==> src/rtl/qsp_pkg.sv <==
// Shared types and constants for the quicksort pivot-mode sorter.
// No dependencies; imported by qsp_urem, the sorter top and the testbench.
package qsp_pkg;

    localparam int VAL_W  = 32;
    localparam int LFSR_W = 16;
    localparam int MODE_W = 3;

    localparam logic [LFSR_W-1:0] LFSR_SEED = 16'hACE1;
    localparam logic [LFSR_W-1:0] LFSR_TAPS = 16'hB400;

    localparam logic [MODE_W-1:0] MODE_RANDOM = 3'd0;
    localparam logic [MODE_W-1:0] MODE_FIRST  = 3'd1;
    localparam logic [MODE_W-1:0] MODE_LAST   = 3'd2;
    localparam logic [MODE_W-1:0] MODE_MED3   = 3'd3;
    localparam logic [MODE_W-1:0] MODE_MED5   = 3'd4;
    localparam logic [MODE_W-1:0] MODE_MED7   = 3'd5;

    localparam logic REG_PIVOT_MODE = 1'b0;

    typedef enum logic [22:0] {
        S_IDLE  = 23'h000001,
        S_SORT  = 23'h000002,
        S_POP   = 23'h000004,
        S_POPD  = 23'h000008,
        S_CHOOSE = 23'h000010,
        S_SEL   = 23'h000020,
        S_DRAW  = 23'h000040,
        S_DIVW  = 23'h000080,
        S_LINIT = 23'h000100,
        S_SWRA  = 23'h000200,
        S_SWRB  = 23'h000400,
        S_SWWA  = 23'h000800,
        S_SWWB  = 23'h001000,
        S_LPV   = 23'h002000,
        S_LPV2  = 23'h004000,
        S_LLOOP = 23'h008000,
        S_LCMP  = 23'h010000,
        S_LDONE = 23'h020000,
        S_PUSHA = 23'h040000,
        S_PUSHB = 23'h080000,
        S_ERD   = 23'h100000,
        S_ELD   = 23'h200000,
        S_CLR   = 23'h400000
    } state_t;

endpackage

==> src/rtl/qsp_ram.sv <==
// Generic single-write, single-read RAM with registered read data.
// No dependencies.
module qsp_ram #(
    parameter int WIDTH = 32,
    parameter int DEPTH = 64
) (
    input  logic                     clk,
    input  logic                     we,
    input  logic [$clog2(DEPTH)-1:0] waddr,
    input  logic [WIDTH-1:0]         wdata,
    input  logic [$clog2(DEPTH)-1:0] raddr,
    output logic [WIDTH-1:0]         rdata
);

    logic [WIDTH-1:0] mem [DEPTH];
    logic [WIDTH-1:0] rdata_reg;

    always_ff @(posedge clk)
    begin
        if (we)
        begin
            mem[waddr] <= wdata;
        end
        rdata_reg <= mem[raddr];
    end

    assign rdata = rdata_reg;

endmodule

==> src/rtl/qsp_urem.sv <==
// Bit-serial restoring remainder unit: LFSR word modulo a range length.
// Depends on qsp_pkg for the LFSR width.
module qsp_urem
    import qsp_pkg::*;
#(
    parameter int VW = 7
) (
    input  logic              clk,
    input  logic              rst_n,
    input  logic              start,
    input  logic [LFSR_W-1:0] dividend,
    input  logic [VW-1:0]     divisor,
    output logic              done,
    output logic [VW-1:0]     rem
);

    localparam int CNT_W = $clog2(LFSR_W + 1);

    logic              busy_reg, busy_next;
    logic              done_reg, done_next;
    logic [CNT_W-1:0]  cnt_reg, cnt_next;
    logic [VW-1:0]     rem_reg, rem_next;
    logic [LFSR_W-1:0] sh_reg, sh_next;
    logic [VW-1:0]     dv_reg, dv_next;
    logic [VW:0]       trial;

    always_comb
    begin
        busy_next = busy_reg;
        done_next = 1'b0;
        cnt_next  = cnt_reg;
        rem_next  = rem_reg;
        sh_next   = sh_reg;
        dv_next   = dv_reg;
        trial     = {rem_reg, sh_reg[LFSR_W-1]};
        if (start)
        begin
            busy_next = 1'b1;
            cnt_next  = CNT_W'(LFSR_W);
            rem_next  = '0;
            sh_next   = dividend;
            dv_next   = divisor;
        end
        else if (busy_reg)
        begin
            // shift in one dividend bit, subtract when it fits
            if (trial >= {1'b0, dv_reg})
            begin
                trial = trial - {1'b0, dv_reg};
            end
            rem_next = trial[VW-1:0];
            sh_next  = {sh_reg[LFSR_W-2:0], 1'b0};
            cnt_next = cnt_reg - 1'b1;
            if (cnt_reg == CNT_W'(1))
            begin
                busy_next = 1'b0;
                done_next = 1'b1;
            end
        end
    end

    always_ff @(posedge clk or negedge rst_n)
    begin
        if (!rst_n)
        begin
            busy_reg <= 1'b0;
            done_reg <= 1'b0;
            cnt_reg  <= '0;
        end
        else
        begin
            busy_reg <= busy_next;
            done_reg <= done_next;
            cnt_reg  <= cnt_next;
        end
    end

    always_ff @(posedge clk)
    begin
        rem_reg <= rem_next;
        sh_reg  <= sh_next;
        dv_reg  <= dv_next;
    end

    assign done = done_reg;
    assign rem  = rem_reg;

endmodule

==> src/rtl/quicksort_pivot_modes.sv <==
// Set sorter: loads a set, sorts it by quicksort with a selectable pivot rule, emits it.
// Depends on qsp_pkg, qsp_ram (element store, range stack) and qsp_urem.
//
// Usage:
//   Input stream (s_*): one signed 32-bit value per transaction; tlast marks
//   the final value of a set. Values beyond SIZE are dropped and flagged.
//   Loading takes one cycle per transaction. After the last transaction the
//   block sorts in place and s_tready stays low until the whole set has been
//   handed to the output register.
//   Sorting runs on one element-store port pair: a Lomuto compare reads in
//   S_LLOOP and tests in S_LCMP, a swap runs S_SWRA, S_SWRB, S_SWWA, S_SWWB;
//   a random draw waits on the bit-serial remainder unit.
//   Output stream (m_*): the sorted set, ascending, tlast on the final value,
//   tuser = overflow for the set. Each result is read (S_ERD) and then loaded
//   (S_ELD); a stall holds the output register and the sequencer.
//   APB: register 0 = pivot_mode (0 random, 1 first, 2 last, 3/4/5 median
//   of 3/5/7 window); write only while idle.
//   Reset: empty set, pivot_mode 3, LFSR seeded; no clearing pass needed.
module quicksort_pivot_modes
    import qsp_pkg::*;
#(
    parameter int SIZE = 64
) (
    input  logic             clk,
    input  logic             rst_n,
    input  logic             s_tvalid,
    output logic             s_tready,
    input  logic [VAL_W-1:0] s_tdata,   // [31:0] value_in
    input  logic             s_tlast,
    output logic             m_tvalid,
    input  logic             m_tready,
    output logic [VAL_W-1:0] m_tdata,   // [31:0] value_out
    output logic             m_tlast,
    output logic             m_tuser,   // [0] overflow
    input  logic             psel,
    input  logic             penable,
    input  logic             pwrite,
    input  logic [2:0]       paddr,
    input  logic [31:0]      pwdata,
    output logic [31:0]      prdata,
    output logic             pready
);

    localparam int IW = (SIZE > 1) ? $clog2(SIZE) : 1;
    localparam int CW = $clog2(SIZE + 1);
    localparam int SW = 2 * IW;
    localparam int WW = IW + 4;

    state_t            state_reg, state_next, ret_reg, ret_next;
    logic [CW-1:0]     cnt_reg, cnt_next, sp_reg, sp_next;
    logic [LFSR_W-1:0] lfsr_reg, lfsr_next, lfsr_adv;
    logic              drop_reg, drop_next;
    logic [MODE_W-1:0] mode_reg, mode_next;
    logic              sel_reg, sel_next;
    logic              ovalid_reg, ovalid_next;

    logic [IW-1:0] rlo_reg, rlo_next, rhi_reg, rhi_next;
    logic [IW-1:0] llo_reg, llo_next, lhi_reg, lhi_next;
    logic [IW-1:0] slo_reg, slo_next, shi_reg, shi_next, sk_reg, sk_next;
    logic [IW-1:0] i_reg, i_next, j_reg, j_next, k_reg, k_next;
    logic [IW-1:0] piv_reg, piv_next, sa_reg, sa_next, sb_reg, sb_next;
    logic [IW-1:0] pal_reg, pal_next, pah_reg, pah_next;
    logic [IW-1:0] pbl_reg, pbl_next, pbh_reg, pbh_next;
    logic          pao_reg, pao_next, pbo_reg, pbo_next;
    logic [VAL_W-1:0] pv_reg, pv_next, ta_reg, ta_next;
    logic [VAL_W-1:0] od_reg, od_next;
    logic             ol_reg, ol_next, ou_reg, ou_next;

    logic             e_we;
    logic [IW-1:0]    e_waddr, e_raddr;
    logic [VAL_W-1:0] e_wdata, e_rdata;
    logic             st_we;
    logic [IW-1:0]    st_waddr, st_raddr;
    logic [SW-1:0]    st_wdata, st_rdata;

    logic          div_start, div_done;
    logic [CW-1:0] div_divisor, div_rem;

    logic [IW-1:0] last_idx, sel_tgt, p_m1, p_p1;
    logic          lok, rok;
    logic [WW-1:0] w_len, w_sum, w_t, w_b, w_e;
    logic [IW-1:0] wb_i, we_i;

    qsp_ram #(.WIDTH(VAL_W), .DEPTH(SIZE)) u_store (
        .clk   (clk),
        .we    (e_we),
        .waddr (e_waddr),
        .wdata (e_wdata),
        .raddr (e_raddr),
        .rdata (e_rdata)
    );

    qsp_ram #(.WIDTH(SW), .DEPTH(SIZE)) u_stack (
        .clk   (clk),
        .we    (st_we),
        .waddr (st_waddr),
        .wdata (st_wdata),
        .raddr (st_raddr),
        .rdata (st_rdata)
    );

    qsp_urem #(.VW(CW)) u_urem (
        .clk      (clk),
        .rst_n    (rst_n),
        .start    (div_start),
        .dividend (lfsr_adv),
        .divisor  (div_divisor),
        .done     (div_done),
        .rem      (div_rem)
    );

    assign s_tready = (state_reg == S_IDLE);
    assign m_tvalid = ovalid_reg;
    assign m_tdata  = od_reg;
    assign m_tlast  = ol_reg;
    assign m_tuser  = ou_reg;
    assign pready   = 1'b1;
    assign prdata   = (paddr[2] == REG_PIVOT_MODE) ? {29'd0, mode_reg} : 32'd0;

    assign lfsr_adv = lfsr_reg[0] ? ((lfsr_reg >> 1) ^ LFSR_TAPS) : (lfsr_reg >> 1);
    assign last_idx = IW'(cnt_reg - 1'b1);
    assign sel_tgt  = slo_reg + sk_reg;
    assign p_m1     = i_reg - 1'b1;
    assign p_p1     = i_reg + 1'b1;
    assign lok      = (i_reg - rlo_reg) > IW'(1);
    assign rok      = (rhi_reg - i_reg) > IW'(1);

    // centred window, clipped to the current range
    always_comb
    begin
        case (mode_reg)
            MODE_MED5: w_len = WW'(5);
            MODE_MED7: w_len = WW'(7);
            default:   w_len = WW'(3);
        endcase
        w_sum = WW'(rlo_reg) + WW'(rhi_reg);
        w_t   = w_sum + WW'(1) - w_len;
        w_b   = w_t[WW-1] ? WW'(rlo_reg) : (w_t >> 1);
        w_e   = (w_sum + w_len - WW'(1)) >> 1;
        wb_i  = (w_b < WW'(rlo_reg)) ? rlo_reg : w_b[IW-1:0];
        we_i  = (w_e > WW'(rhi_reg)) ? rhi_reg : w_e[IW-1:0];
    end

    always_comb
    begin
        state_next = state_reg;
        ret_next   = ret_reg;
        cnt_next   = cnt_reg;
        sp_next    = sp_reg;
        lfsr_next  = lfsr_reg;
        drop_next  = drop_reg;
        mode_next  = mode_reg;
        sel_next   = sel_reg;
        rlo_next = rlo_reg;  rhi_next = rhi_reg;
        llo_next = llo_reg;  lhi_next = lhi_reg;
        slo_next = slo_reg;  shi_next = shi_reg;  sk_next = sk_reg;
        i_next   = i_reg;    j_next   = j_reg;    k_next  = k_reg;
        piv_next = piv_reg;  sa_next  = sa_reg;   sb_next = sb_reg;
        pal_next = pal_reg;  pah_next = pah_reg;  pao_next = pao_reg;
        pbl_next = pbl_reg;  pbh_next = pbh_reg;  pbo_next = pbo_reg;
        pv_next  = pv_reg;   ta_next  = ta_reg;
        od_next  = od_reg;   ol_next  = ol_reg;   ou_next = ou_reg;
        ovalid_next = ovalid_reg;

        e_we = 1'b0;  e_waddr = cnt_reg[IW-1:0];  e_wdata = s_tdata;  e_raddr = k_reg;
        st_we = 1'b0; st_waddr = sp_reg[IW-1:0];  st_wdata = {pal_reg, pah_reg};
        st_raddr = IW'(sp_reg - 1'b1);
        div_start = 1'b0;
        div_divisor = CW'(lhi_reg - llo_reg) + CW'(1);

        if (ovalid_reg && m_tready)
        begin
            ovalid_next = 1'b0;
        end

        if (psel && penable && pwrite && paddr[2] == REG_PIVOT_MODE)
        begin
            mode_next = pwdata[MODE_W-1:0];
        end

        case (state_reg)
            S_IDLE:
            begin
                if (s_tvalid)
                begin
                    if (cnt_reg < CW'(SIZE))
                    begin
                        e_we     = 1'b1;
                        cnt_next = cnt_reg + 1'b1;
                    end
                    else
                    begin
                        drop_next = 1'b1;
                    end
                    if (s_tlast)
                    begin
                        state_next = S_SORT;
                    end
                end
            end
            S_SORT:
            begin
                sel_next = 1'b0;
                if (cnt_reg > CW'(1))
                begin
                    st_we    = 1'b1;
                    st_waddr = '0;
                    st_wdata = {{IW{1'b0}}, last_idx};
                    sp_next  = CW'(1);
                end
                else
                begin
                    sp_next = '0;
                end
                state_next = S_POP;
            end
            S_POP:
            begin
                if (sp_reg == '0)
                begin
                    k_next     = '0;
                    state_next = S_ERD;
                end
                else
                begin
                    sp_next    = sp_reg - 1'b1;
                    state_next = S_POPD;
                end
            end
            S_POPD:
            begin
                rlo_next = st_rdata[SW-1:IW];
                rhi_next = st_rdata[IW-1:0];
                if (st_rdata[SW-1:IW] >= st_rdata[IW-1:0]
                    || CW'(st_rdata[IW-1:0]) >= cnt_reg)
                begin
                    state_next = S_POP;
                end
                else
                begin
                    state_next = S_CHOOSE;
                end
            end
            S_CHOOSE:
            begin
                llo_next = rlo_reg;
                lhi_next = rhi_reg;
                case (mode_reg)
                    MODE_RANDOM:
                    begin
                        state_next = S_DRAW;
                    end
                    MODE_LAST:
                    begin
                        piv_next   = rhi_reg;
                        state_next = S_LINIT;
                    end
                    MODE_MED3, MODE_MED5, MODE_MED7:
                    begin
                        slo_next   = wb_i;
                        shi_next   = we_i;
                        sk_next    = (we_i - wb_i) >> 1;
                        sel_next   = 1'b1;
                        state_next = S_SEL;
                    end
                    default:
                    begin
                        piv_next   = rlo_reg;
                        state_next = S_LINIT;
                    end
                endcase
            end
            S_SEL:
            begin
                if (slo_reg >= shi_reg)
                begin
                    // median found: partition the sort range around it
                    piv_next   = slo_reg;
                    sel_next   = 1'b0;
                    llo_next   = rlo_reg;
                    lhi_next   = rhi_reg;
                    state_next = S_LINIT;
                end
                else
                begin
                    llo_next   = slo_reg;
                    lhi_next   = shi_reg;
                    state_next = S_DRAW;
                end
            end
            S_DRAW:
            begin
                lfsr_next  = lfsr_adv;
                div_start  = 1'b1;
                state_next = S_DIVW;
            end
            S_DIVW:
            begin
                if (div_done)
                begin
                    piv_next   = llo_reg + div_rem[IW-1:0];
                    state_next = S_LINIT;
                end
            end
            S_LINIT:
            begin
                sa_next    = piv_reg;
                sb_next    = lhi_reg;
                ret_next   = S_LPV;
                state_next = S_SWRA;
            end
            S_SWRA:
            begin
                e_raddr    = sa_reg;
                state_next = S_SWRB;
            end
            S_SWRB:
            begin
                e_raddr    = sb_reg;
                ta_next    = e_rdata;
                state_next = S_SWWA;
            end
            S_SWWA:
            begin
                e_we       = 1'b1;
                e_waddr    = sa_reg;
                e_wdata    = e_rdata;
                state_next = S_SWWB;
            end
            S_SWWB:
            begin
                e_we       = 1'b1;
                e_waddr    = sb_reg;
                e_wdata    = ta_reg;
                state_next = ret_reg;
            end
            S_LPV:
            begin
                e_raddr    = lhi_reg;
                state_next = S_LPV2;
            end
            S_LPV2:
            begin
                pv_next    = e_rdata;
                i_next     = llo_reg;
                j_next     = llo_reg;
                state_next = S_LLOOP;
            end
            S_LLOOP:
            begin
                e_raddr = j_reg;
                if (j_reg == lhi_reg)
                begin
                    sa_next    = i_reg;
                    sb_next    = lhi_reg;
                    ret_next   = S_LDONE;
                    state_next = S_SWRA;
                end
                else
                begin
                    state_next = S_LCMP;
                end
            end
            S_LCMP:
            begin
                j_next = j_reg + 1'b1;
                if ($signed(e_rdata) <= $signed(pv_reg))
                begin
                    sa_next    = i_reg;
                    sb_next    = j_reg;
                    i_next     = i_reg + 1'b1;
                    ret_next   = S_LLOOP;
                    state_next = S_SWRA;
                end
                else
                begin
                    state_next = S_LLOOP;
                end
            end
            S_LDONE:
            begin
                if (sel_reg)
                begin
                    if (i_reg == sel_tgt)
                    begin
                        piv_next   = i_reg;
                        sel_next   = 1'b0;
                        llo_next   = rlo_reg;
                        lhi_next   = rhi_reg;
                        state_next = S_LINIT;
                    end
                    else if (i_reg < sel_tgt)
                    begin
                        sk_next    = sel_tgt - i_reg - 1'b1;
                        slo_next   = p_p1;
                        state_next = S_SEL;
                    end
                    else
                    begin
                        shi_next   = p_m1;
                        state_next = S_SEL;
                    end
                end
                else
                begin
                    // push the larger part first so the smaller one is sorted next
                    if ((i_reg - rlo_reg) > (rhi_reg - i_reg))
                    begin
                        pal_next = rlo_reg; pah_next = p_m1;    pao_next = lok;
                        pbl_next = p_p1;    pbh_next = rhi_reg; pbo_next = rok;
                    end
                    else
                    begin
                        pal_next = p_p1;    pah_next = rhi_reg; pao_next = rok;
                        pbl_next = rlo_reg; pbh_next = p_m1;    pbo_next = lok;
                    end
                    state_next = S_PUSHA;
                end
            end
            S_PUSHA:
            begin
                if (pao_reg && sp_reg < CW'(SIZE))
                begin
                    st_we   = 1'b1;
                    sp_next = sp_reg + 1'b1;
                end
                state_next = S_PUSHB;
            end
            S_PUSHB:
            begin
                st_wdata = {pbl_reg, pbh_reg};
                if (pbo_reg && sp_reg < CW'(SIZE))
                begin
                    st_we   = 1'b1;
                    sp_next = sp_reg + 1'b1;
                end
                state_next = S_POP;
            end
            S_ERD:
            begin
                state_next = S_ELD;
            end
            S_ELD:
            begin
                if (!ovalid_reg || m_tready)
                begin
                    ovalid_next = 1'b1;
                    od_next     = e_rdata;
                    ol_next     = (k_reg == last_idx);
                    ou_next     = drop_reg;
                    if (k_reg == last_idx)
                    begin
                        state_next = S_CLR;
                    end
                    else
                    begin
                        k_next     = k_reg + 1'b1;
                        state_next = S_ERD;
                    end
                end
            end
            S_CLR:
            begin
                cnt_next   = '0;
                sp_next    = '0;
                drop_next  = 1'b0;
                state_next = S_IDLE;
            end
            default:
            begin
                state_next = S_IDLE;
            end
        endcase
    end

    always_ff @(posedge clk or negedge rst_n)
    begin
        if (!rst_n)
        begin
            state_reg  <= S_IDLE;
            ret_reg    <= S_IDLE;
            cnt_reg    <= '0;
            sp_reg     <= '0;
            lfsr_reg   <= LFSR_SEED;
            drop_reg   <= 1'b0;
            mode_reg   <= MODE_MED3;
            sel_reg    <= 1'b0;
            ovalid_reg <= 1'b0;
        end
        else
        begin
            state_reg  <= state_next;
            ret_reg    <= ret_next;
            cnt_reg    <= cnt_next;
            sp_reg     <= sp_next;
            lfsr_reg   <= lfsr_next;
            drop_reg   <= drop_next;
            mode_reg   <= mode_next;
            sel_reg    <= sel_next;
            ovalid_reg <= ovalid_next;
        end
    end

    always_ff @(posedge clk)
    begin
        rlo_reg <= rlo_next;  rhi_reg <= rhi_next;
        llo_reg <= llo_next;  lhi_reg <= lhi_next;
        slo_reg <= slo_next;  shi_reg <= shi_next;  sk_reg <= sk_next;
        i_reg   <= i_next;    j_reg   <= j_next;    k_reg  <= k_next;
        piv_reg <= piv_next;  sa_reg  <= sa_next;   sb_reg <= sb_next;
        pal_reg <= pal_next;  pah_reg <= pah_next;  pao_reg <= pao_next;
        pbl_reg <= pbl_next;  pbh_reg <= pbh_next;  pbo_reg <= pbo_next;
        pv_reg  <= pv_next;   ta_reg  <= ta_next;
        od_reg  <= od_next;   ol_reg  <= ol_next;   ou_reg <= ou_next;
    end

    a_stack_bound: assert property (@(posedge clk) disable iff (!rst_n)
        sp_reg <= CW'(SIZE))
        else $error("range stack pointer beyond depth");

    a_div_owner: assert property (@(posedge clk) disable iff (!rst_n)
        div_done |-> state_reg == S_DIVW)
        else $error("remainder finished outside a random draw");

    a_part_order: assert property (@(posedge clk) disable iff (!rst_n)
        state_reg == S_LCMP |-> (i_reg <= j_reg && j_reg < lhi_reg))
        else $error("partition indexes out of order");

endmodule

==> config.mk <==
export PLATFORM = sky130hd
export DESIGN_NAME = quicksort_pivot_modes
export DESIGN_NICKNAME = d
export VERILOG_FILES = /design/src/rtl/qsp_pkg.sv /design/src/rtl/qsp_ram.sv /design/src/rtl/qsp_urem.sv /design/src/rtl/quicksort_pivot_modes.sv
export SDC_FILE = /design/constraint.sdc
export NUM_CORES = 2
export LEC_CHECK = 0
export BUFFER_PORTS_ARGS = -buffer_cell sky130_fd_sc_hd__buf_2
export CAP_MARGIN = 15
export CORE_MARGIN = 4
export CORE_UTILIZATION = 65
export DETAILED_ROUTE_END_ITERATION = 7
export PLACE_DENSITY = 0.81
export SLEW_MARGIN = 10
export SYNTH_ARGS = -nofsm -noshare
export SYNTH_HDL_FRONTEND = slang
export SYNTH_SLANG_ARGS = --single-unit
==> constraint.sdc <==
create_clock -name clk -period 18.8 [get_ports clk]
set_input_delay 4.7 -clock clk [delete_from_list [all_inputs] [get_ports clk]]
set_output_delay 4.7 -clock clk [all_outputs]
set_load 0.02 [all_outputs]
======== Word-level counts from Yosys, hierarchy flattened ========
Memory sizes are Yosys's and may differ from the RTL's. A register that Yosys moved wholly into a read port is not among the register bits.
Cells that the tools add are included.
storage, ports and cells
  memories ................................ 2
  word-level logic and storage cells ...... 293
  output and inout bits ................... 69
  bits in registers ....................... 321
  memory bits (writable) .................. 2816
  bits of input ports ..................... 75
operators by class
  reduce and logical (&&, ||, !) cells .... 39
  bitwise gates (word level) .............. 3
  mux-type cells .......................... 120
  equal/unequal tests ..................... 52
  $add $sub $neg .......................... 24
  magnitude comparators ................... 14
memory list
  name         words  bits a word  rd ports  clocked after memory_dff  write ports  line           text
  u_store.mem  64     32           1         1                         1            qsp_ram.sv:15  logic [WIDTH-1:0] mem [DEPTH];
  u_stack.mem  64     12           1         1                         1            qsp_ram.sv:15
operator list
  operator              count
  $pmux 23 s21          1
  $mux 6                38
  $mux 23               8
  $pmux 6 s2            8
  $pmux 6 s3            4
  $pmux 23 s3           1
  $mux 16               4
  $pmux 32 s2           1
  $pmux 6 s4            2
  $mux 7                6
  $ne 2x2->1 const B    18
  $pmux 7 s5            1
  $le 32x32->1          1
  $mux 1                28
  $pmux 12 s2           1
  $sub 6x6->6           4
  $eq 23x1->1 const B   1
  $eq 23x10->1 const B  1
  $eq 23x11->1 const B  1
  $eq 23x12->1 const B  1
  $eq 23x13->1 const B  1
  $eq 23x14->1 const B  1
  $eq 23x15->1 const B  1
  $eq 23x16->1 const B  1
  75 further kinds      118

======== Logic depth before layout (Yosys ltp) ========
  depth in word-level cells ............... 9
  depth in mapped cells ................... 28
  mapped depth without buffers ............ 26

======== Hierarchy ========
Synthesis repeated with hierarchy kept, for this count alone.
second synthesis, totals
  cells, all modules ...................... 6395
  area total of the unflattened synthesis .. 126709.0 um^2
by module, submodules not included
  module                 area each (um^2)  cells each  times used  sequential area each (um^2)
  qsp_ram at u_store     78515.3           3324        1           62139.6
  qsp_ram at u_stack     29871.1           1324        1           23302.3
  quicksort_pivot_modes  16382.0           1587        1           7657.3
  qsp_urem               1940.6            160         1           1006.0

======== Worst setup path before layout ========
Ideal clock, no wire load.
  path type ............................... input to output
  from .................................... input port paddr[2]
  to ...................................... output port prdata[0]
  setup slack ............................. 9.096 ns
  stages .................................. 1
  required time ........................... 14.100 ns
  buffers on the path ..................... 0
  arrival ................................. 5.004 ns
  cell sequence ........................... nor2b_1
on the way
  word-level cells in the longest chain between the ends .. 1
ends and longest elaborated chain
  element      line                          text
  from (decl)  quicksort_pivot_modes.sv:38   input logic [2:0] paddr,
  $mux 3       quicksort_pivot_modes.sv:118  assign prdata = (paddr[2] == REG_PIVOT_MODE) ? {29'd0, mode_reg} : 32'd0;
  to (decl)    quicksort_pivot_modes.sv:40   output logic [31:0] prdata,
No other way between the ends.

======== Final worst setup path ========
  from .................................... input port paddr[2]
  to ...................................... output port prdata[1]
The elaborated chain is that of the path after synthesis.

==> flow_metrics.py <==
metrics = {
    "status": {
        "outcome": "finished, violations left",
        "violations": "design-rule violations",
    },
    "run": {
        "drv_cap": 0,
    },
    "critical_path": {
        "crit_type": "in -> out",
        "worst_setup_path_start_kind": "input pin",
        "cp.required_ps": 14100,
        "cp-end-kind": "output pin",
        "path_max_fanout": 4,
        "regToRegSetupSlack_ps": 11630,
        "crit_arrival_ps": 5100,
    },
    "cells_and_area": {
        "regMostFlops": "u_store.mem",
        "largestRegisters": "u_store.mem (2048), u_stack.mem (768)",
        "stdcell_count": 11400,
        "drive_above_1_share": 0.132,
        "largest_register_ffs": 2048,
        "area_growth_pct": 11.1,
        "fin_nets": 8768,
        "final_core_util": 0.726,
    },
    "placed_design": {
        "place_worst_setup_slack_ps": 8990,
        "placed_cells": 10800,
        "gp_congestion": 0.917,
        "dp_hpwl_um": 187000,
        "io_buffers": 82,
    },
    "global_route": {
        "grt.total_usage": 0.333,
        "grt-ovfl-total": 0,
        "grt_start_max_net_pins": 194,
        "grt_pass1_vias": 76200,
        "grt_antenna_before_repair": 27,
        "grt_pass1_wl_um": 501000,
    },
    "timing": {
        "fin_crit_sh": 0.521,
        "setup_viol": 0,
        "slew_viol_final": 0,
        "finalCriticalPeriod_ps": 9800,
        "post-route-worst-setup-slack_ps": 9000,
        "rsz0062_at_grt": "false",
        "max_slew_margin": 0.176,
        "fin_setup_tns_ps": 0,
        "fmax_mhz": 102,
        "hold_violations": 0,
        "fin_worst_skew_ps": 83.5,
        "worst_pin_slew_ps": 1230,
    },
    "clock_network": {
        "clkTransAtPathRegs_ps": 60,
        "clk_latency_ps": 990,
        "cts-resized-gates": 0,
        "cts_setup_buffers": 0,
        "clockRootBuffer": "clkbuf_16",
        "h-tree-depth": 5,
        "clkSinkCount": 3162,
        "cts_buffer_depth": 4,
        "cts_hold_buf": 0,
        "cts_made_buffers": 318,
        "tritoncts": "built",
    },
    "synth": {
        "yosysWarnings": 0,
        "synth-edff-count": 3041,
        "synth_top_area_share": 0.717,
        "yosys_most_used_dff": "edfxtp_1",
        "synth_commonest_cells": "edfxtp_1, nand2_1, nand3_1, a21oi_1, clkbuf_1",
        "ys_seq_area_frac": 0.739,
        "syn_area_um2": 127000,
        "ys_ff_latch": 3162,
        "synthDistinctLibCells": 92,
        "yosysTopAreaCell": "edfxtp_1",
        "ys_async_sr_fraction": 0.0221,
        "netlist_instances": 8413,
        "avgSynthCellArea_um2": 15.1,
        "netlist_top_cells_area": "edfxtp_1, nand2_1, mux4_2",
        "yosysMostFrequentCell": "edfxtp_1",
    },
    "drt": {
        "drt-met1-wl_um": 118000,
        "dr_wl_met3_um": 50500,
        "drt_iter0_drc": 13800,
        "drt_pass1_iterations": 8,
        "wirelength_um": 344000,
        "drc": 1,
        "vias_per_cell": 6.96,
        "postRouteAntennaNets": 0,
        "topRoutingLayerUsed": "met5",
        "route.met2.wl_um": 160000,
        "wl_per_cell_um": 30.2,
        "dr_total_vias": 79400,
    },
    "floorplanning": {
        "dieArea_um2": 203000,
        "dieWidth_um": 451,
        "start_util": 0.654,
        "rows": 162,
        "core_area_um2": 195000,
        "io_pins": 144,
        "die_h_um": 451,
    },
    "pwr": {
        "leakagePower_nw": 46.7,
        "power_mw": 16.8,
        "ir_drop_mv": 0.241,
        "powerDensity_nw_per_um2": 119,
    },
    "min_path": {
        "hp-class": "reg -> reg",
    },
}
## cells by family after synthesis
logic type      Yosys count  share of synthesized area
flops                  3162                      0.739
fa+ha+maj               159                     0.0163
mux                     495                     0.0641
buf+inv                 647                     0.0219
simple gates           2684                     0.0906
xor+xnor                 96                    0.00660
other cells               2                  0.0000590
compound gates         1168                     0.0614
## cell type report
cell class	count	area, um^2
inverter	146	548
tap	2624	3280
multi-input combinational	4632	31500
clock buffer	392	8320
fill	10600	53300
timing repair buffer	275	2250
clock inverter	163	1420
antenna	9	22.5
sequential	3162	94100
## report_power, final
part	switching, mW	total, mW	leakage [nW]	internal, mW
clock	2.63	6.09	4.76	3.46
sequential	0.0852	8.03	28.7	7.95
combinational	1.68	2.72	13.3	1.03
## cell usage in the layout, fill, tap and decap left out, types with 51 or more instances in the layout
cell type and instances:
edfxtp_1 3041, nand2_1 1614, nand3_1 541, a21oi_1 359, clkbuf_16 321, mux4_2 252
mux2i_1 220, a22oi_1 197, nor2_1 172, a31oi_1 160, buf_4 160, ha_1 146
inv_1 144, buf_2 82, xnor2_1 74, nor2_4 71, clkbuf_1 69, o21ai_0 68
a32oi_1 66, clkinv_1 58, clkinv_2 57, dfrtp_1 57, dfxtp_1 51
## critical path, cell delays in order
cell     delay [ps]
buf_2           110
nor2b_1         110
buf_2           170
## per-layer routing
metal	track usage	vias up
met5	0	-
met4	0.122	16
met3	0.0955	1076
met2	0.513	6962
met1	0.460	39000
li1	-	32300
## through the flow
step,area [um^2],hold slack (ps)
finish,141000,450
global route,141000,462
floorplan,127000,408
CTS,141000,444
detailed placement,131000,430
global placement,131000,422
## final timing paths
kind,from,end,cells after the start
min in group asynchronous,rst_n,mode_reg[2],1
worst max-delay path,paddr[2],prdata[1],3
worst min-delay path,u_stack.rdata[10],rlo_reg[4],0
max in group asynchronous,rst_n,sp_reg[0],1
worst max register to register,state_reg[22],u_store.rdata[19],13
worst min register to register,u_stack.rdata[10],rlo_reg[4],0
Power figures use the tool's default switching activity.
